[src/rtl/core/wsid_pkg.sv]
`default_nettype none
package wsid_pkg;

  localparam int NUMBER_BITS_DEF = 64;
  localparam int LABEL_BITS_DEF  = 64;
  localparam int TOK_DEPTH_DEF   = 4;

  localparam logic [7:0] CHAR_SPACE = 8'd32;
  localparam logic [7:0] CHAR_TAB   = 8'd9;
  localparam logic [7:0] CHAR_LF    = 8'd10;

  typedef enum logic [1:0] {
    TOK_S   = 2'd0,
    TOK_T   = 2'd1,
    TOK_L   = 2'd2,
    TOK_EOI = 2'd3
  } tok_e;

  typedef struct packed {
    logic valid;
    tok_e tok;
  } tok_beat_t;

  typedef enum logic [1:0] {
    ST_COMMAND = 2'd0,
    ST_UNKNOWN = 2'd1,
    ST_DROPPED = 2'd2,
    ST_CUT     = 2'd3
  } status_e;

  typedef enum logic [4:0] {
    OP_PUSH   = 5'd0,
    OP_DUP    = 5'd1,
    OP_DROP   = 5'd2,
    OP_SWAP   = 5'd3,
    OP_PICK   = 5'd4,
    OP_SLIDE  = 5'd5,
    OP_LABEL  = 5'd6,
    OP_JUMP   = 5'd7,
    OP_CALL   = 5'd8,
    OP_EXIT   = 5'd9,
    OP_JZ     = 5'd10,
    OP_JN     = 5'd11,
    OP_RETURN = 5'd12,
    OP_ADD    = 5'd13,
    OP_MUL    = 5'd14,
    OP_SUB    = 5'd15,
    OP_DIV    = 5'd16,
    OP_MOD    = 5'd17,
    OP_OUTC   = 5'd18,
    OP_OUTN   = 5'd19,
    OP_READC  = 5'd20,
    OP_READN  = 5'd21,
    OP_STORE  = 5'd22,
    OP_FETCH  = 5'd23
  } op_e;

endpackage
`default_nettype wire

[src/rtl/core/wsid_lexer.sv]
`default_nettype none
module wsid_lexer (
  input  wire logic                clk_i,
  input  wire logic                rst_ni,
  input  wire logic                in_valid_i,
  output logic                     in_ready_o,
  input  wire logic [7:0]          source_byte_i,
  input  wire logic                end_of_input_i,
  output wsid_pkg::tok_beat_t      beat_o,
  input  wire logic                push_ready_i
);
  import wsid_pkg::*;

  tok_beat_t beat_d, beat_q;
  logic      take;

  assign in_ready_o = !beat_q.valid || push_ready_i;
  assign take       = in_valid_i && in_ready_o;
  assign beat_o     = beat_q;

  always_comb begin
    beat_d = beat_q;
    if (beat_q.valid && push_ready_i) begin
      beat_d.valid = 1'b0;
    end
    if (take) begin
      // comment bytes are taken and dropped here
      beat_d.valid = 1'b1;
      priority if (end_of_input_i) begin
        beat_d.tok = TOK_EOI;
      end else if (source_byte_i == CHAR_SPACE) begin
        beat_d.tok = TOK_S;
      end else if (source_byte_i == CHAR_TAB) begin
        beat_d.tok = TOK_T;
      end else if (source_byte_i == CHAR_LF) begin
        beat_d.tok = TOK_L;
      end else begin
        beat_d.valid = 1'b0;
      end
    end
  end

  always_ff @(posedge clk_i or negedge rst_ni) begin
    if (!rst_ni) begin
      beat_q <= '{valid: 1'b0, tok: TOK_S};
    end else begin
      beat_q <= beat_d;
    end
  end

endmodule
`default_nettype wire

[src/rtl/core/wsid_tok_fifo.sv]
`default_nettype none
module wsid_tok_fifo #(
  parameter int DEPTH = wsid_pkg::TOK_DEPTH_DEF
) (
  input  wire logic                clk_i,
  input  wire logic                rst_ni,
  input  wire wsid_pkg::tok_beat_t push_i,
  output logic                     push_ready_o,
  output logic                     tok_valid_o,
  output wsid_pkg::tok_e           tok_o,
  input  wire logic                pop_i
);
  import wsid_pkg::*;

  localparam int PTR_W = (DEPTH > 1) ? $clog2(DEPTH) : 1;
  localparam int CNT_W = $clog2(DEPTH + 1);
  localparam logic [PTR_W-1:0] LAST = PTR_W'(DEPTH - 1);
  localparam logic [CNT_W-1:0] FULL = CNT_W'(DEPTH);

  tok_e             mem_q [DEPTH];
  logic [PTR_W-1:0] wr_ptr_q, rd_ptr_q;
  logic [CNT_W-1:0] cnt_q;
  logic             do_push, do_pop;

  assign push_ready_o = (cnt_q != FULL);
  assign tok_valid_o  = (cnt_q != '0);
  assign tok_o        = mem_q[rd_ptr_q];
  assign do_push      = push_i.valid && push_ready_o;
  assign do_pop       = pop_i && tok_valid_o;

  always_ff @(posedge clk_i) begin
    if (do_push) begin
      mem_q[wr_ptr_q] <= push_i.tok;
    end
  end

  always_ff @(posedge clk_i or negedge rst_ni) begin
    if (!rst_ni) begin
      wr_ptr_q <= '0;
      rd_ptr_q <= '0;
      cnt_q    <= '0;
    end else begin
      if (do_push) begin
        wr_ptr_q <= (wr_ptr_q == LAST) ? '0 : wr_ptr_q + 1'b1;
      end
      if (do_pop) begin
        rd_ptr_q <= (rd_ptr_q == LAST) ? '0 : rd_ptr_q + 1'b1;
      end
      unique case ({do_push, do_pop})
        2'b10:   cnt_q <= cnt_q + 1'b1;
        2'b01:   cnt_q <= cnt_q - 1'b1;
        default: cnt_q <= cnt_q;
      endcase
    end
  end

  a_cnt_bound: assert property (@(posedge clk_i) disable iff (!rst_ni)
    cnt_q <= FULL) else $error("token queue count out of range");
  a_pop_nonempty: assert property (@(posedge clk_i) disable iff (!rst_ni)
    pop_i |-> tok_valid_o) else $error("pop from empty token queue");

endmodule
`default_nettype wire

[src/rtl/core/wsid_decoder.sv]
`default_nettype none
module wsid_decoder #(
  parameter int NUMBER_BITS = wsid_pkg::NUMBER_BITS_DEF,
  parameter int LABEL_BITS  = wsid_pkg::LABEL_BITS_DEF
) (
  input  wire logic                clk_i,
  input  wire logic                rst_ni,
  input  wire logic                old_dialect_i,
  input  wire logic                tok_valid_i,
  input  wire wsid_pkg::tok_e      tok_i,
  output logic                     tok_pop_o,
  output logic                     out_valid_o,
  input  wire logic                out_ready_i,
  output logic [1:0]               status_o,
  output logic [4:0]               opcode_o,
  output logic signed [63:0]       number_value_o,
  output logic [63:0]              label_bits_o,
  output logic [6:0]               label_length_o,
  output logic                     argument_overflow_o
);
  import wsid_pkg::*;

  localparam int ACC_W = (NUMBER_BITS > LABEL_BITS) ? NUMBER_BITS : LABEL_BITS;
  localparam logic [ACC_W-1:0] NUM_MASK = {ACC_W{1'b1}} >> (ACC_W - NUMBER_BITS);
  localparam logic [ACC_W-1:0] LBL_MASK = {ACC_W{1'b1}} >> (ACC_W - LABEL_BITS);
  localparam logic [6:0]       LBL_MAX  = 7'(LABEL_BITS);

  typedef enum logic [4:0] {
    N_START, N_S, N_SS, N_SL, N_ST, N_L, N_LS, N_LL, N_LT,
    N_T, N_TS, N_TSS, N_TST, N_TL, N_TLS, N_TLT, N_TT,
    N_NSIGN, N_NDIG, N_LBL
  } node_e;

  node_e            node_q, node_d;
  logic [ACC_W-1:0] acc_q, acc_d, acc_shift;
  logic             neg_q, neg_d;
  logic [6:0]       cnt_q, cnt_d;
  logic             ovf_q, ovf_d;
  op_e              op_q, op_d;

  logic             out_valid_q;
  status_e          status_q;
  op_e              opcode_q;
  logic signed [63:0] num_q;
  logic [63:0]      lbits_q;
  logic [6:0]       llen_q;
  logic             aovf_q;

  logic             take, kbit;
  logic             emit, num_emit, lbl_emit, do_unk, do_simple, do_begin;
  status_e          res_status;
  op_e              res_op, simple_op, begin_op;
  node_e            begin_node;
  logic signed [63:0] res_num;
  logic [63:0]      res_lbits;
  logic [6:0]       res_llen;
  logic             res_ovf;

  logic [NUMBER_BITS-1:0] mag, num_v;
  logic                   num_range;

  assign tok_pop_o = tok_valid_i && (!out_valid_q || out_ready_i);
  assign take      = tok_pop_o;
  assign kbit      = (tok_i == TOK_T);
  assign acc_shift = {acc_q[ACC_W-2:0], kbit};

  // signed value of the gathered magnitude and its range check
  assign mag       = acc_q[NUMBER_BITS-1:0];
  assign num_v     = neg_q ? (~mag + 1'b1) : mag;
  assign num_range = neg_q ? (mag[NUMBER_BITS-1] && (|mag[NUMBER_BITS-2:0]))
                           : mag[NUMBER_BITS-1];

  always_comb begin
    node_d     = node_q;
    acc_d      = acc_q;
    neg_d      = neg_q;
    cnt_d      = cnt_q;
    ovf_d      = ovf_q;
    op_d       = op_q;
    emit       = 1'b0;
    num_emit   = 1'b0;
    lbl_emit   = 1'b0;
    do_unk     = 1'b0;
    do_simple  = 1'b0;
    do_begin   = 1'b0;
    simple_op  = OP_PUSH;
    begin_op   = OP_PUSH;
    begin_node = N_START;
    res_status = ST_COMMAND;
    res_op     = OP_PUSH;
    res_num    = '0;
    res_lbits  = '0;
    res_llen   = '0;
    res_ovf    = 1'b0;

    if (take && tok_i == TOK_EOI) begin
      unique case (node_q)
        N_START: begin
          emit = 1'b0;
        end
        N_NSIGN, N_NDIG: begin
          num_emit   = 1'b1;
          res_status = ST_CUT;
        end
        N_LBL: begin
          lbl_emit   = 1'b1;
          res_status = ST_CUT;
        end
        default: begin
          emit       = 1'b1;
          res_status = ST_DROPPED;
        end
      endcase
      node_d = N_START;
    end else if (take) begin
      unique case (node_q)
        N_START: node_d = (tok_i == TOK_S) ? N_S : (tok_i == TOK_T) ? N_T : N_L;
        N_S:     node_d = (tok_i == TOK_S) ? N_SS : (tok_i == TOK_T) ? N_ST : N_SL;
        N_L:     node_d = (tok_i == TOK_S) ? N_LS : (tok_i == TOK_T) ? N_LT : N_LL;
        N_T:     node_d = (tok_i == TOK_S) ? N_TS : (tok_i == TOK_T) ? N_TT : N_TL;
        N_SS: begin
          if (tok_i == TOK_L) begin
            do_unk = 1'b1;
          end else begin
            do_begin   = 1'b1;
            begin_op   = OP_PUSH;
            begin_node = N_NDIG;
          end
        end
        N_SL: begin
          do_simple = 1'b1;
          simple_op = (tok_i == TOK_S) ? OP_DUP : (tok_i == TOK_T) ? OP_SWAP : OP_DROP;
        end
        N_ST: begin
          if (old_dialect_i || tok_i == TOK_T) begin
            do_unk = 1'b1;
          end else begin
            do_begin   = 1'b1;
            begin_op   = (tok_i == TOK_S) ? OP_PICK : OP_SLIDE;
            begin_node = N_NSIGN;
          end
        end
        N_LS: begin
          do_begin   = 1'b1;
          begin_op   = (tok_i == TOK_S) ? OP_LABEL : (tok_i == TOK_T) ? OP_CALL : OP_JUMP;
          begin_node = N_LBL;
        end
        N_LL: begin
          do_simple = (tok_i == TOK_L);
          do_unk    = (tok_i != TOK_L);
          simple_op = OP_EXIT;
        end
        N_LT: begin
          if (tok_i == TOK_L) begin
            do_simple = 1'b1;
            simple_op = OP_RETURN;
          end else begin
            do_begin   = 1'b1;
            begin_op   = (tok_i == TOK_S) ? OP_JZ : OP_JN;
            begin_node = N_LBL;
          end
        end
        N_TS: begin
          if (tok_i == TOK_L) begin
            do_unk = 1'b1;
          end else begin
            node_d = (tok_i == TOK_S) ? N_TSS : N_TST;
          end
        end
        N_TL: begin
          if (tok_i == TOK_L) begin
            do_unk = 1'b1;
          end else begin
            node_d = (tok_i == TOK_S) ? N_TLS : N_TLT;
          end
        end
        N_TSS: begin
          do_simple = 1'b1;
          simple_op = (tok_i == TOK_S) ? OP_ADD : (tok_i == TOK_T) ? OP_SUB : OP_MUL;
        end
        N_TST, N_TLS, N_TLT, N_TT: begin
          do_unk    = (tok_i == TOK_L);
          do_simple = (tok_i != TOK_L);
          unique case (node_q)
            N_TST:   simple_op = kbit ? OP_MOD : OP_DIV;
            N_TLS:   simple_op = kbit ? OP_OUTN : OP_OUTC;
            N_TLT:   simple_op = kbit ? OP_READN : OP_READC;
            default: simple_op = kbit ? OP_FETCH : OP_STORE;
          endcase
        end
        N_NSIGN: begin
          if (tok_i == TOK_L) begin
            num_emit = 1'b1;
          end else begin
            neg_d  = kbit;
            node_d = N_NDIG;
          end
        end
        N_NDIG: begin
          if (tok_i == TOK_L) begin
            num_emit = 1'b1;
          end else begin
            if (acc_q[NUMBER_BITS-1]) begin
              ovf_d = 1'b1;
            end
            acc_d = acc_shift & NUM_MASK;
          end
        end
        N_LBL: begin
          if (tok_i == TOK_L) begin
            lbl_emit = 1'b1;
          end else begin
            acc_d = acc_shift & LBL_MASK;
            if (cnt_q < LBL_MAX) begin
              cnt_d = cnt_q + 1'b1;
            end else begin
              ovf_d = 1'b1;
            end
          end
        end
        default: node_d = N_START;
      endcase
    end

    if (do_begin) begin
      op_d   = begin_op;
      node_d = begin_node;
      acc_d  = '0;
      neg_d  = (begin_op == OP_PUSH) ? kbit : 1'b0;
      cnt_d  = '0;
      ovf_d  = 1'b0;
    end
    if (do_unk) begin
      emit       = 1'b1;
      res_status = ST_UNKNOWN;
    end
    if (do_simple) begin
      emit   = 1'b1;
      res_op = simple_op;
    end
    if (num_emit) begin
      emit    = 1'b1;
      res_op  = op_q;
      res_num = 64'(signed'(num_v));
      res_ovf = ovf_q || num_range;
    end
    if (lbl_emit) begin
      emit      = 1'b1;
      res_op    = op_q;
      res_lbits = 64'(acc_q & LBL_MASK);
      res_llen  = cnt_q;
      res_ovf   = ovf_q;
    end
    // every result and end of input drops back to command start
    if (emit || (take && tok_i == TOK_EOI)) begin
      node_d = N_START;
      acc_d  = '0;
      neg_d  = 1'b0;
      cnt_d  = '0;
      ovf_d  = 1'b0;
      op_d   = OP_PUSH;
    end
  end

  always_ff @(posedge clk_i or negedge rst_ni) begin
    if (!rst_ni) begin
      node_q      <= N_START;
      acc_q       <= '0;
      neg_q       <= 1'b0;
      cnt_q       <= '0;
      ovf_q       <= 1'b0;
      op_q        <= OP_PUSH;
      out_valid_q <= 1'b0;
    end else begin
      node_q <= node_d;
      acc_q  <= acc_d;
      neg_q  <= neg_d;
      cnt_q  <= cnt_d;
      ovf_q  <= ovf_d;
      op_q   <= op_d;
      if (emit) begin
        out_valid_q <= 1'b1;
      end else if (out_ready_i) begin
        out_valid_q <= 1'b0;
      end
    end
  end

  always_ff @(posedge clk_i) begin
    if (emit) begin
      status_q <= res_status;
      opcode_q <= res_op;
      num_q    <= res_num;
      lbits_q  <= res_lbits;
      llen_q   <= res_llen;
      aovf_q   <= res_ovf;
    end
  end

  assign out_valid_o         = out_valid_q;
  assign status_o            = status_q;
  assign opcode_o            = opcode_q;
  assign number_value_o      = num_q;
  assign label_bits_o        = lbits_q;
  assign label_length_o      = llen_q;
  assign argument_overflow_o = aovf_q;

  a_emit_room: assert property (@(posedge clk_i) disable iff (!rst_ni)
    emit |-> (!out_valid_q || out_ready_i)) else $error("result overwrites held result");
  a_emit_restart: assert property (@(posedge clk_i) disable iff (!rst_ni)
    emit |=> (node_q == N_START && acc_q == '0)) else $error("decoder not restarted");
  a_cnt_bound: assert property (@(posedge clk_i) disable iff (!rst_ni)
    cnt_q <= LBL_MAX) else $error("label count beyond limit");
  a_err_zero: assert property (@(posedge clk_i) disable iff (!rst_ni)
    (out_valid_q && (status_q == ST_UNKNOWN || status_q == ST_DROPPED))
      |-> (opcode_q == OP_PUSH && num_q == '0 && llen_q == '0))
    else $error("error result carries argument");

endmodule
`default_nettype wire

[src/rtl/core/whitespace_instruction_decoder.sv]
// Path: lexer beat register, token queue, then the decoder result register.
// Throughput: one source byte per cycle while the token queue has room; the
//   decode step and the shift accumulator in the back end each handle one
//   token a cycle while no held result waits for the output side.
// Reset: asynchronous, active low; decoder at command start, token queue
//   empty, no result held, old dialect off.
`default_nettype none
module whitespace_instruction_decoder #(
  parameter int NUMBER_BITS = wsid_pkg::NUMBER_BITS_DEF,
  parameter int LABEL_BITS  = wsid_pkg::LABEL_BITS_DEF,
  parameter int TOK_DEPTH   = wsid_pkg::TOK_DEPTH_DEF
) (
  input  wire logic          clk_i,
  input  wire logic          rst_ni,
  input  wire logic          cfg_valid_i,
  output logic               cfg_ready_o,
  input  wire logic          cfg_old_dialect_i,
  input  wire logic          in_valid_i,
  output logic               in_ready_o,
  input  wire logic [7:0]    source_byte_i,
  input  wire logic          end_of_input_i,
  output logic               out_valid_o,
  input  wire logic          out_ready_i,
  output logic [1:0]         status_o,
  output logic [4:0]         opcode_o,
  output logic signed [63:0] number_value_o,
  output logic [63:0]        label_bits_o,
  output logic [6:0]         label_length_o,
  output logic               argument_overflow_o
);
  import wsid_pkg::*;

  logic      old_dialect_q;
  tok_beat_t beat;
  logic      push_ready, tok_valid, tok_pop;
  tok_e      tok;

  assign cfg_ready_o = 1'b1;

  always_ff @(posedge clk_i or negedge rst_ni) begin
    if (!rst_ni) begin
      old_dialect_q <= 1'b0;
    end else if (cfg_valid_i) begin
      old_dialect_q <= cfg_old_dialect_i;
    end
  end

  wsid_lexer u_lexer (
    .clk_i          (clk_i),
    .rst_ni         (rst_ni),
    .in_valid_i     (in_valid_i),
    .in_ready_o     (in_ready_o),
    .source_byte_i  (source_byte_i),
    .end_of_input_i (end_of_input_i),
    .beat_o         (beat),
    .push_ready_i   (push_ready)
  );

  wsid_tok_fifo #(
    .DEPTH (TOK_DEPTH)
  ) u_fifo (
    .clk_i        (clk_i),
    .rst_ni       (rst_ni),
    .push_i       (beat),
    .push_ready_o (push_ready),
    .tok_valid_o  (tok_valid),
    .tok_o        (tok),
    .pop_i        (tok_pop)
  );

  wsid_decoder #(
    .NUMBER_BITS (NUMBER_BITS),
    .LABEL_BITS  (LABEL_BITS)
  ) u_decoder (
    .clk_i               (clk_i),
    .rst_ni              (rst_ni),
    .old_dialect_i       (old_dialect_q),
    .tok_valid_i         (tok_valid),
    .tok_i               (tok),
    .tok_pop_o           (tok_pop),
    .out_valid_o         (out_valid_o),
    .out_ready_i         (out_ready_i),
    .status_o            (status_o),
    .opcode_o            (opcode_o),
    .number_value_o      (number_value_o),
    .label_bits_o        (label_bits_o),
    .label_length_o      (label_length_o),
    .argument_overflow_o (argument_overflow_o)
  );

endmodule
`default_nettype wire

[config.mk]
export PLATFORM = sky130hd
export DESIGN_NAME = whitespace_instruction_decoder
export DESIGN_NICKNAME = d
export VERILOG_FILES = /design/src/rtl/core/wsid_pkg.sv /design/src/rtl/core/wsid_lexer.sv /design/src/rtl/core/wsid_tok_fifo.sv /design/src/rtl/core/wsid_decoder.sv /design/src/rtl/core/whitespace_instruction_decoder.sv
export SDC_FILE = /design/constraint.sdc
export NUM_CORES = 1
export LEC_CHECK = 0
export BUFFER_PORTS_ARGS = -buffer_cell sky130_fd_sc_hd__buf_4
export CORE_ASPECT_RATIO = 1.1
export CORE_UTILIZATION = 50
export CTS_CLUSTER_DIAMETER = 120
export CTS_CLUSTER_SIZE = 25
export DETAILED_ROUTE_END_ITERATION = 12
export GPL_TIMING_DRIVEN = 0
export MAX_ROUTING_LAYER = met4
export PLACE_DENSITY = 0.71
export RECOVER_POWER = 100
export SYNTH_ARGS = -nofsm -noshare
export SYNTH_HDL_FRONTEND = slang
export SYNTH_SLANG_ARGS = --single-unit
export TNS_END_PERCENT = 50
[constraint.sdc]
create_clock -name clk_i -period 18.93 [get_ports clk_i]
set_clock_uncertainty 0.1 [all_clocks]
set_input_delay 0.9465 -clock clk_i [delete_from_list [all_inputs] [get_ports clk_i]]
set_output_delay 0.9465 -clock clk_i [all_outputs]
set_load 0.01 [all_outputs]
======== Word-level counts from Yosys, hierarchy flattened ========
Memories as Yosys holds them, arrays and structs flattened.
Index checks and enable logic that the tools add are counted.
storage, ports and cells
  register bits ........................... 238
  bits in writable memories ............... 8
  input bits .............................. 15
  output and inout bits ................... 146
  word-level logic and storage cells ...... 245
  memories ................................ 1
memory list
  name          words  width  rd ports  clocked after Yosys merged registers in  wr ports  RTL line             source
  u_fifo.mem_q  4      2      1         0                                        1         wsid_tok_fifo.sv:20  tok_e mem_q [DEPTH];
operators by class
  add/subtract/negate cells ............... 6
  $lt $le $gt $ge ......................... 1
  eq/ne operators ......................... 41
  mux-type cells .......................... 128
  bitwise gates (word level) .............. 2
  reduce and logical (&&, ||, !) cells .... 46
operator list
  cell                                                   count
  two-way mux 64 bit                                     7
  two-way mux 5 bit                                      30
  adder 64 x 1 -> 64 bit, second input constant          1
  inverter 64 bit                                        1
  OR reduction 63 bit                                    1
  two-way mux 1 bit                                      61
  two-way mux 7 bit                                      7
  equality test 5 x 4 -> 1 bit, second input constant    8
  case mux 5 bit (8 select lines)                        1
  case mux 5 bit (3 select lines)                        2
  case mux 5 bit (5 select lines)                        1
  equality test 5 x 3 -> 1 bit, second input constant    4
  equality test 5 bit, second input constant             4
  case mux 5 bit (4 select lines)                        1
  nonzero test 3 bit                                     6
  equality test 8 x 4 -> 1 bit, second input constant    2
  inequality test 5 x 3 -> 1 bit, second input constant  3
  OR reduction 13 bit                                    1
  two-way mux 2 bit                                      6
  two-way mux 4 bit                                      3
  inequality test 4 x 3 -> 1 bit, second input constant  3
  nonzero test 4 bit                                     3
  equality test 2 bit, second input constant             5
  equality test 5 x 2 -> 1 bit, second input constant    2
  other kinds (32)                                       61

======== Depth between registers and ports, before layout ========
Gate-level depths: netlist (run 1).
An unclocked memory read counts as a cell.
  word-level depth ........................ 14
  depth in mapped cells ................... 10
  mapped depth without buffers ............ 10

======== Cells and area by module ========
Synthesis (run 1) repeated with hierarchy kept, for this count alone.
second synthesis, totals
  cell total of the unflattened synthesis .. 1098
  area total of the unflattened synthesis .. 11886.4 µm²
by module, submodules not included
  module                          times used  cells an instance  area each (µm²)  seq. area each (µm²)
  wsid_decoder                    1           1018               10849.2          6371.1
  wsid_tok_fifo                   1           50                 743.2            415.4
  wsid_lexer                      1           26                 242.7            75.1
  whitespace_instruction_decoder  1           4                  51.3             25.0

======== Least setup slack after synthesis (run 1) ========
Ideal clock, no wire load.
  path type ............................... reg-to-reg
  start ................................... register u_fifo.rd_ptr_q[0]
  end ..................................... register u_decoder.aovf_q, in the netlist u_decoder.argument_overflow_o (enable)
  setup time .............................. 682 ps
  data arrival time ....................... 8358 ps
  required time ........................... 18148 ps
  setup slack ............................. 9790 ps
  cell stages (with the launch flop) ...... 7
  buffers on the path ..................... 2
  period minus slack after synthesis ...... 9140 ps
  path through ............................ dfrtp_1 -> mux4_2 -> clkbuf_1 -> clkbuf_1 -> nand2_1 -> nand2_1 -> o211ai_1
on the way
  word-level cells in the longest chain between the ends .. 11
  elaborated cells on any way between the ends .. 26
  those cells by class .................... eq/ne (4); mux (19); reduce/logical (2); memory (1)
ends and longest elaborated chain
  item                             RTL line             source
  from (decl)                      wsid_tok_fifo.sv:21  logic [PTR_W-1:0] wr_ptr_q, rd_ptr_q;
  from (signal assigned)           wsid_tok_fifo.sv:47  rd_ptr_q <= (rd_ptr_q == LAST) ? '0 : rd_ptr_q + 1'b1;
  memory (4 x 2 bit) *             n/a
  equality test 2 x 1 -> 1 bit     wsid_decoder.sv:135  if (old_dialect_i || tok_i == TOK_T) begin
  logical OR 1 bit                 wsid_decoder.sv:135
  two-way mux 1 bit                wsid_decoder.sv:135
  case mux 1 bit (4 select lines)  wsid_decoder.sv:116  unique case (node_q)
  two-way mux 1 bit                wsid_decoder.sv:115  end else if (take) begin
  two-way mux 1 bit                wsid_decoder.sv:96   if (take && tok_i == TOK_EOI) begin
  two-way mux 1 bit                wsid_decoder.sv:233  if (do_unk) begin
  two-way mux 1 bit                wsid_decoder.sv:237  if (do_simple) begin
  two-way mux 1 bit                wsid_decoder.sv:241  if (num_emit) begin
  two-way mux 1 bit *              wsid_decoder.sv:247  if (lbl_emit) begin
  net u_decoder.emit               wsid_decoder.sv:50   logic emit, num_emit, lbl_emit, do_unk, do_simple, do_begin;
  to (signal assigned)             wsid_decoder.sv:296  aovf_q <= res_ovf;
  to (decl)                        wsid_decoder.sv:47   logic aovf_q;
Mark *: on every way through the listed nets, which the timed path passes. The rest lies on a longest branch.
A chain may end at the register's enable or synchronous reset.

======== Worst setup path in the final report (run 1) ========
  start ................................... register u_fifo.rd_ptr_q[0]
  end ..................................... register u_decoder.num_q[38], in the netlist u_decoder.number_value_o[38] (enable)
on the way
  word-level cells in the longest chain between the ends .. 11
  elaborated cells on any way between the ends .. 26
  those cells by class .................... eq/ne (4); mux (19); reduce/logical (2); memory (1)
ends and longest elaborated chain
  item                             RTL line             source
  memory (4 x 2 bit) *             n/a
  equality test 2 x 1 -> 1 bit     wsid_decoder.sv:135
  logical OR 1 bit                 wsid_decoder.sv:135
  two-way mux 1 bit                wsid_decoder.sv:135
  case mux 1 bit (4 select lines)  wsid_decoder.sv:116
  two-way mux 1 bit                wsid_decoder.sv:115
  two-way mux 1 bit                wsid_decoder.sv:96
  two-way mux 1 bit                wsid_decoder.sv:233
  two-way mux 1 bit                wsid_decoder.sv:237
  two-way mux 1 bit                wsid_decoder.sv:241
  two-way mux 1 bit *              wsid_decoder.sv:247
  net u_decoder.emit               wsid_decoder.sv:50
  to (signal assigned)             wsid_decoder.sv:293  num_q <= res_num;
  to (decl)                        wsid_decoder.sv:44   logic signed [63:0] num_q;
Marked as above.

==> results of run 1 <==
[registers in the layout (all words and copies together), names as in the netlist, 4 cells and up]
register	flops
u_decoder.node_q	5
u_decoder.cnt_q	7
u_decoder.acc_q	64
u_decoder.op_q	4
u_fifo.mem_q	8
u_decoder.number_value_o	64
u_decoder.opcode_o	5
u_decoder.label_bits_o	64
u_decoder.label_length_o	7
[routing by layer]
| metal | track usage [%] | up-vias |
|---|---|---|
| met3 | 2.179 | 51 |
| met4 | 7.873 | 0 |
| met5 | - | - |
| met2 | 43.06 | 309 |
| met1 | 32.38 | 4415 |
| li1 | - | 4285 |
[path summary, 6_finish.rpt]
| path | cells after the start | startpoint | end |
|---|---|---|---|
| hold / removal | 2 | u_decoder.ovf_q$_DFFE_PN0P_ | u_decoder.ovf_q$_DFFE_PN0P_ |
| setup reg to reg | 13 | u_fifo.rd_ptr_q[0]$_DFFE_PN0P_ | u_decoder.number_value_o[38]$_SDFFCE_PN0P_ |
| hold reg to reg | 2 | u_decoder.ovf_q$_DFFE_PN0P_ | u_decoder.ovf_q$_DFFE_PN0P_ |
| setup / recovery | 13 | u_fifo.rd_ptr_q[0]$_DFFE_PN0P_ | u_decoder.number_value_o[38]$_SDFFCE_PN0P_ |
| min in group asynchronous | 1 | rst_ni | u_fifo.wr_ptr_q[1]$_DFFE_PN0P_ |
| max in group asynchronous | 1 | rst_ni | u_decoder.acc_q[20]$_DFFE_PN0P_ |
[layout by cell type (no fill, tap or decap), drive strengths merged, types with 11 or more instances in the layout]
master  count
nor2      100
nand3      14
nor3       12
o31ai      20
clkbuf    244
nor4       12
or3        18
xor2       63
o21ai      36
dfrtp      94
buf        22
and2       71
nand2     172
inv        19
nor2b      11
edfxtp    151
o41ai      22
a21oi      84
[stage by stage]
step           utilization [%]  cells  worst slack, ns  hold slack, ns
2_1_floorplan                -   1109            9.790          0.3632
3_3_place_gp             58.04   1568            6.698          0.3788
3_5_place_dp             58.62   1583            14.61          0.3911
4_1_cts                  60.14   1602            14.54          0.4143
5_1_grt                  57.41   1602            12.32          0.4570
6_report                 57.41   1602            12.83          0.4112
[tightest hold or removal path, delay by kind of cell (launching register included)]
kind	cells	cell delay [ns]
AO/OA/AOI/OAI	1	0.04
flip-flops	1	0.36
AND/OR/NAND/NOR	1	0.07
[power by group through the flow]
stage | Combinational (µW) | Sequential (µW) | Clock [µW]
finish | 764 | 907 | 289
global route | 835 | 923 | 315
CTS | 931 | 911 | 297
detailed placement | 926 | 921 | 0
global placement | 856 | 1050 | 0
floorplan | 373 | 1080 | 0
[Yosys cell counts (3+ instances only)]
cell type  number
nand4_1         4
o22ai_1         5
clkbuf_1       59
mux2_2          4
or4_1           6
a22oi_1         5
or3_1          18
a211o_1         3
ha_1            8
nor2_1        100
nand2_1       172
mux2i_1         5
o21ai_0        36
o41ai_1        17
o41ai_2         5
or2_2          10
a2111oi_0       4
nand2b_1       10
xor2_1         63
o21bai_1        3
a21o_1          4
or3b_2          4
inv_1          18
and2_1         71
nor2b_1        11
nor3_1         12
nor3b_1         3
o31ai_1        19
xnor2_1         7
o211ai_1        5
edfxtp_1      151
dfrtp_1        94
a21oi_1        84
buf_1          11
and3_1          5
nor4_1         12
nand3_1        14
a211oi_1        9
[cell families (layout without fill, tap and decap cells)]
family | after synthesis | after routing | synth area share, %
AND/OR/NAND/NOR | 462 | 462 | 18.95
flip-flops | 245 | 245 | 58.44
AO/OA/AOI/OAI | 218 | 218 | 12.08
buffers and inverters | 93 | 286 | 3.079
XOR/XNOR | 70 | 70 | 5.203
multiplexers | 11 | 11 | 1.189
adder cells (fa/ha/maj) | 9 | 9 | 1.019
other | 1 | 1 | 0.03182
[final cells by class]
type	instances	area, µm²	area share [%]
tap	300	375.4	2.842
multi-input combinational	771	4534	34.33
timing repair buffer	174	698.2	5.286
buffer	74	291.5	2.207
inverter	19	71.32	0.5400
clock buffer	18	344.1	2.605
clock inverter	1	6.256	0.04737
sequential	245	6887	52.14
==> results.md, run 1 <==
- Status: finished with violations
- Failing checks: max-capacitance violations, max-slew violations
- Most used DFF post-synth: edfxtp_1
- Crit-path cells: mux4_2 -> clkbuf_1 -> clkbuf_1 -> inv_1 -> o22ai_1 -> nand3_1 -> o211ai_1 -> clkbuf_1 -> clkbuf_1 -> clkbuf_1 -> clkbuf_1 -> clkbuf_1 -> clkbuf_1
- Synth unique cells: 67
- Mapped Area: 11780 µm²
- GRT Resource Usage Total: 25.37%
- Total CTS buffers: 13
- Sequential Power Share: 46.3%
- Routed wl met3: 1599 µm
- Synth top area share: 38.48%
- Max-slew headroom: -249.8%
- Final Cycle Share: 32.21%
- Clk_lat worst skew: 0.48 ns
- Register area share after synthesis: 58.44%
- CTS tree: done
- R2R Setup Slk: 12.83 ns
- Top post-synthesis cells by area: edfxtp_1, dfrtp_1, nand2_1, xor2_1, and2_1
- Nets: 1322
- Critical path type: flop to flop
- CP max stage delay: 0.50 ns
- Largest net degree at the start of global routing: 95
- Met2 wire len: 14790 µm
- Htree depth: 1
- Number of hold buffers added after cts: 0
- Post-route DRC: 0
- Area grow syn2layout: 12.08%
- Pwr Total: 1960 µW
- Pwr Density: 148.4 nW/µm²
- Drt wl/cell: 18.26 µm
- Crit path capture type: flop
- Number of routed nets with antenna violations: 0
- Vias: 9060
- Global-route wire length before repair: 46580 µm
- Vias in the first global route: 8735
- Placed cell area: 13490 µm²
- Initial Utilization: 51.22%
- Area leader, netlist: edfxtp_1
- Fmax: 0.1640 GHz
- TNS Setup: 0 ns
- Die span in x: 148.4 µm
- Core Area: 23000 µm²
- Die Height: 163.0 µm
- Layout cells sized above 1: 4.455%
- Crit path top cell by count: clkbuf_1
- Worst endpoint data arrival time: 6.11 ns
- Post-Syn Nets: 1133
- Tmin final: 6.097 ns
- I/O Buffers: 159
- Clock buffer depth: 3
- Finish-stage setup viols: 0
- Sw Pwr: 802.8 µW
- Lkg Pwr: 0.004859 µW
- Clock sinks: 245
- Combinational share of power: 39.0%
- Int Power: 1157 µW
- Top sig layer: met4
- Min-delay worst type: flop to flop
- Clk slew on worst S/H paths: 0.10 ns
- Post CTS Setup Buffer Count: 0
- WL final: 29250 µm
- # diodes: 0
- Maximum vdd drop: 0.08295 mV
- Row count: 58
- Worst EP required: 18.94 ns
- Area of the die: 24190 µm²
- Hpwl dp: 21230 µm
- CP Launch Type: flop
- RSZ-0062 raised after global routing: false
- Asr flop ratio synth: 38.37%
- Final GP Congestion: 0.9255
- EDFF count, synth: 151
- Finished Cell Area: 13210 µm²
- Max-Cap Viols: 2
- Warnings from Yosys: 0
- Num ports: 161
- Delay-heaviest family, CP: buffers and inverters
- Grt ovf: 0
- Clock Tree Root: clkbuf_16
- Post-cts resize count: 0
- Worst-Margin Slew: 5.246 ns
- Slowest cell on the critical path: clkbuf_1
- Clock Power Share: 14.8%
- Sw frac: 40.96%
- Met1 Routed Length: 12110 µm
- Pins over their slew limit: 96
- Crit-path max FO: 12
- 1st-pass router iterations: 6
- Final number of hold-violating endpoints: 0
- Fillcell total: 2119
- Post-Syn Instances: 1109
- DR vias/cell: 5.655
- Post-Syn Area per Cell: 10.63 µm²
- Detailed Route Iter0 Violations: 672
- Buf/Inv on CP: 9
- Initial antenna violation count: 0
- #FFs+latches synth: 245
No activity file was read; power rests on OpenSTA's default activity.
==> run 2: changes to the inputs <==
--- a/config.mk
+++ b/config.mk
@@ -5,6 +5,7 @@
 export SDC_FILE = /design/constraint.sdc
 export NUM_CORES = 1
 export LEC_CHECK = 0
+export ABC_AREA = 1
 export BUFFER_PORTS_ARGS = -buffer_cell sky130_fd_sc_hd__buf_4
 export CORE_ASPECT_RATIO = 1.1
 export CORE_UTILIZATION = 50
==> constraint.sdc (replaced) <==
create_clock -name clk_i -period 6.2 [get_ports clk_i]
set_clock_uncertainty 0.1 [all_clocks]
set_input_delay 0.31 -clock clk_i [delete_from_list [all_inputs] [get_ports clk_i]]
set_output_delay 0.31 -clock clk_i [all_outputs]
set_load 0.01 [all_outputs]
==> run 2 against run 1 <==
Against the previous run: the flow still finishes with violations (max-capacitance violations, max-slew violations); clock-buffer cell count is the same; highest routed layer unchanged; utilization shrank 0.45 points; worst hold slack lost 0.34 ns; largest power group unchanged; largest cell class unchanged; critical endpoint is now u_decoder.cnt_q[1]$_DFFE_PN0P_; non-clock buffer count shrank 27; global-route usage grew 4.4 points; clock power grew to 3.2 times the previous value; combinational power grew to 3.3 times the previous value; flip-flop and latch count is the same.
==> results.md, run 2 <==
- Area grow syn2layout: 11.66%
- Maximum vdd drop: 0.4380 mV
- #FFs+latches synth: 245
- RSZ-0062 raised after global routing: false
- R2R Path End: u_decoder.cnt_q[1]$_DFFE_PN0P_
- HP Start: source_byte_i[1]
- Post-Syn Area per Cell: 8.434 µm²
- Total CTS buffers: 13
- Number of hold buffers added after cts: 5
- Final Cycle Share: 71.15%
- Post-route DRC: 0
- Drt wl/cell: 18.66 µm
- Pins over their slew limit: 27
- Worst reg2reg path startpoint: u_decoder.out_valid_o$_DFFE_PN0P_
- Failing checks: max-capacitance violations, max-slew violations
- Max-Cap Viols: 1
- 1st-pass router iterations: 5
- Most frequent cells in the layout: nand2_1, nor2_1, nand3_1
- Sw frac: 42.05%
- CP max stage delay: 0.60 ns
- Area of the die: 25690 µm²
- Row count: 60
- Fillcell total: 2377
- Most numerous cell in the Yosys netlist: nand2_1
- Sequential Power Share: 43.7%
- Clk_lat worst skew: 0.51 ns
- Status: finished with violations
- GRT Resource Usage Total: 29.76%
- Clock buffer depth: 3
- Met2 global-route usage: 48.64%
- Final cell count without fillers: 1981
- Clock Tree Root: clkbuf_16
- Top post-synthesis cells by area: edfxtp_1, dfrtp_1, nand2_1, nand3_1, nor2_1
- Die Height: 168.0 µm
- Finish-stage setup viols: 0
- # diodes: 0
- CTS tree: done
- Max-slew headroom: -12.99%
- Initial antenna violation count: 0
- Worst-Margin Slew: 1.695 ns
- DR vias/cell: 5.492
- M3 GR Usage: 3.681%
- Worst setup path startpoint: out_ready_i
- Vias: 10879
- Layout cells sized above 1: 3.830%
- TNS Setup: 0 ns
- Synth unique cells: 45
- Asr flop ratio synth: 38.37%
- Largest net degree at the start of global routing: 95
- EDFF count, synth: 151
- Post-Syn Nets: 1509
- Placed cell count: 1955
- Detailed Route Iter0 Violations: 799
- Busiest layer in global routing: met2
- Crit-path cells: dlygate4sd3_1 -> clkbuf_4 -> o21ai_0 -> nor2_1 -> nand3b_2 -> nand2_1 -> a21oi_1 -> nand2_8 -> buf_16 -> nor2_1 -> clkbuf_1 -> buf_6 -> nand3_1 -> nand2_1
- Met1 Track Usage GR: 38.77%
- Most common cell after layout, fill and taps aside: nand2_1
- Lkg Pwr: 0.006236 µW
- Initial Utilization: 51.02%
- Hold depth: 4
- Worst EP required: 6.54 ns
- Number of routed nets with antenna violations: 0
- Reg area: 6887 µm²
- Global-route wire length before repair: 56950 µm
- Grt ovf: 0
- Post-cts resize count: 0
- I/O Buffers: 159
- Htree depth: 1
- Crit path capture type: flop
- Die span in x: 152.9 µm
- Worst endpoint data arrival time: 4.75 ns
- Register area share after synthesis: 54.99%
- Min-Delay Endpoint: u_lexer.beat_o[0]$_DFFE_PN0P_
- Combinational share of power: 41.2%
- Warnings from Yosys: 0
- Final number of hold-violating endpoints: 0
- Post-Syn Instances: 1485
- Most used DFF post-synth: edfxtp_1
- Most frequent cells after synthesis: nand2_1, nor2_1, nand3_1, edfxtp_1, inv_1
- R2R Setup Slk: 1.83 ns
- Clock sinks: 245
- Tmin final: 4.411 ns
- Synth top area share: 36.20%
- CP Launch Type: primary input
- Min-delay worst type: primary input to flop
- Sw Pwr: 2557 µW
- Nets: 1690
- Crit-path max FO: 91
- Int Power: 3524 µW
- Mapped Area: 12520 µm²
- Final GP Congestion: 1.023
- FF-to-FF path depth: 13
- Post CTS Setup Buffer Count: 0
- Slowest cell on the critical path: o21ai_0
- Multi-input logic area: 4777 µm²
- WL final: 36960 µm
- Area leader, netlist: edfxtp_1
- Critical path type: primary input to flop
- Clock Power Share: 15.0%
- Core Area: 24550 µm²
- Fmax: 0.2267 GHz
- Hpwl dp: 28250 µm
- Num ports: 161
- Clk slew on worst S/H paths: 0.11 ns
- Vias in the first global route: 10312
- Pwr Density: 434.9 nW/µm²
[run 2: cell types whose count changed after synthesis, sizes merged, moves of 37 or more]
cell   previous run  this run
nand3            14       193
nand2           172       345
nor2            100       249
inv              18       148
and2             71         0
xor2             63        26
[run 2: worst max path at each step]
stage,end,slack [ns],depth (start not counted)
finish,u_decoder.cnt_q[1]$_DFFE_PN0P_,1.79,14
global route,u_decoder.cnt_q[3]$_DFFE_PN0P_,1.31,14
detailed placement,u_decoder.cnt_q[1]$_DFFE_PN0P_,2.86,15
global placement,u_decoder.cnt_q[0]$_DFFE_PN0P_,1.20,14
floorplan,u_decoder.node_q[1]$_DFFE_PN0P_,2.48,13
CTS,u_decoder.acc_q[0]$_DFFE_PN0P_,2.83,15
[run 2: cells by family (layout without fill, tap and decap cells)]
group / after synthesis / after routing / share of synthesized area [%]
adder cells (fa/ha/maj): 9 / 9 / 0.9591
other: 1 / 1 / 0.02994
AND/OR/NAND/NOR: 860 / 860 / 29.52
buffers and inverters: 204 / 390 / 6.663
XOR/XNOR: 27 / 27 / 1.888
flip-flops: 245 / 245 / 54.99
AO/OA/AOI/OAI: 139 / 139 / 5.954
[run 2: power by group through the flow]
stage / logic (µW) / registers, µW / clock network [µW]
final: 2510 / 2660 / 913
after global routing: 2750 / 2710 / 995
after CTS: 2950 / 2680 / 935
after detailed placement: 2940 / 2710 / 0
after global placement: 2870 / 2780 / 0
after floorplan: 1360 / 3010 / 0
[run 2: stage by stage]
step                      total power (µW)  setup slack [ns]  util [%]  cell area (µm²)  hold slack, ns
after floorplan                       4366             2.483         -            12520        -0.08559
after global placement                5649             1.202     57.46            14110          0.3590
after detailed placement              5656             2.860     57.63            14150          0.3674
after CTS                             6568             2.828     59.30            14560         0.04420
after global routing                  6457             1.310     56.97            13980         0.08135
final                                 6082             1.789     56.97            13980         0.06713
[run 2: area by class of cell]
| cell class | instances | share of cell area, % |
|---|---|---|
| Clock inverter | 2 | 0.1163 |
| Inverter | 149 | 3.999 |
| Buffer | 55 | 1.879 |
| Sequential cell | 245 | 49.24 |
| Multi-Input combinational cell | 1036 | 34.16 |
| Timing Repair Buffer | 166 | 5.368 |
| Clock buffer | 18 | 2.460 |
| Tap cell | 310 | 2.774 |
[run 2: routing by layer]
| metal | vias to the layer above | share of wire (%) |
|---|---|---|
| met2 | 391 | 47 |
| met3 | 61 | 6.7 |
| met5 | - | 0 |
| li1 | 5267 | - |
| met4 | 0 | 3.2 |
| met1 | 5160 | 43 |
[run 2: critical path, delay by kind of cell]
kind	cells	cell delay (ns)
and+or+nand+nor	7	1.57
buffers and inverters	5	1.82
AOI/OAI and AO/OA	2	1.01
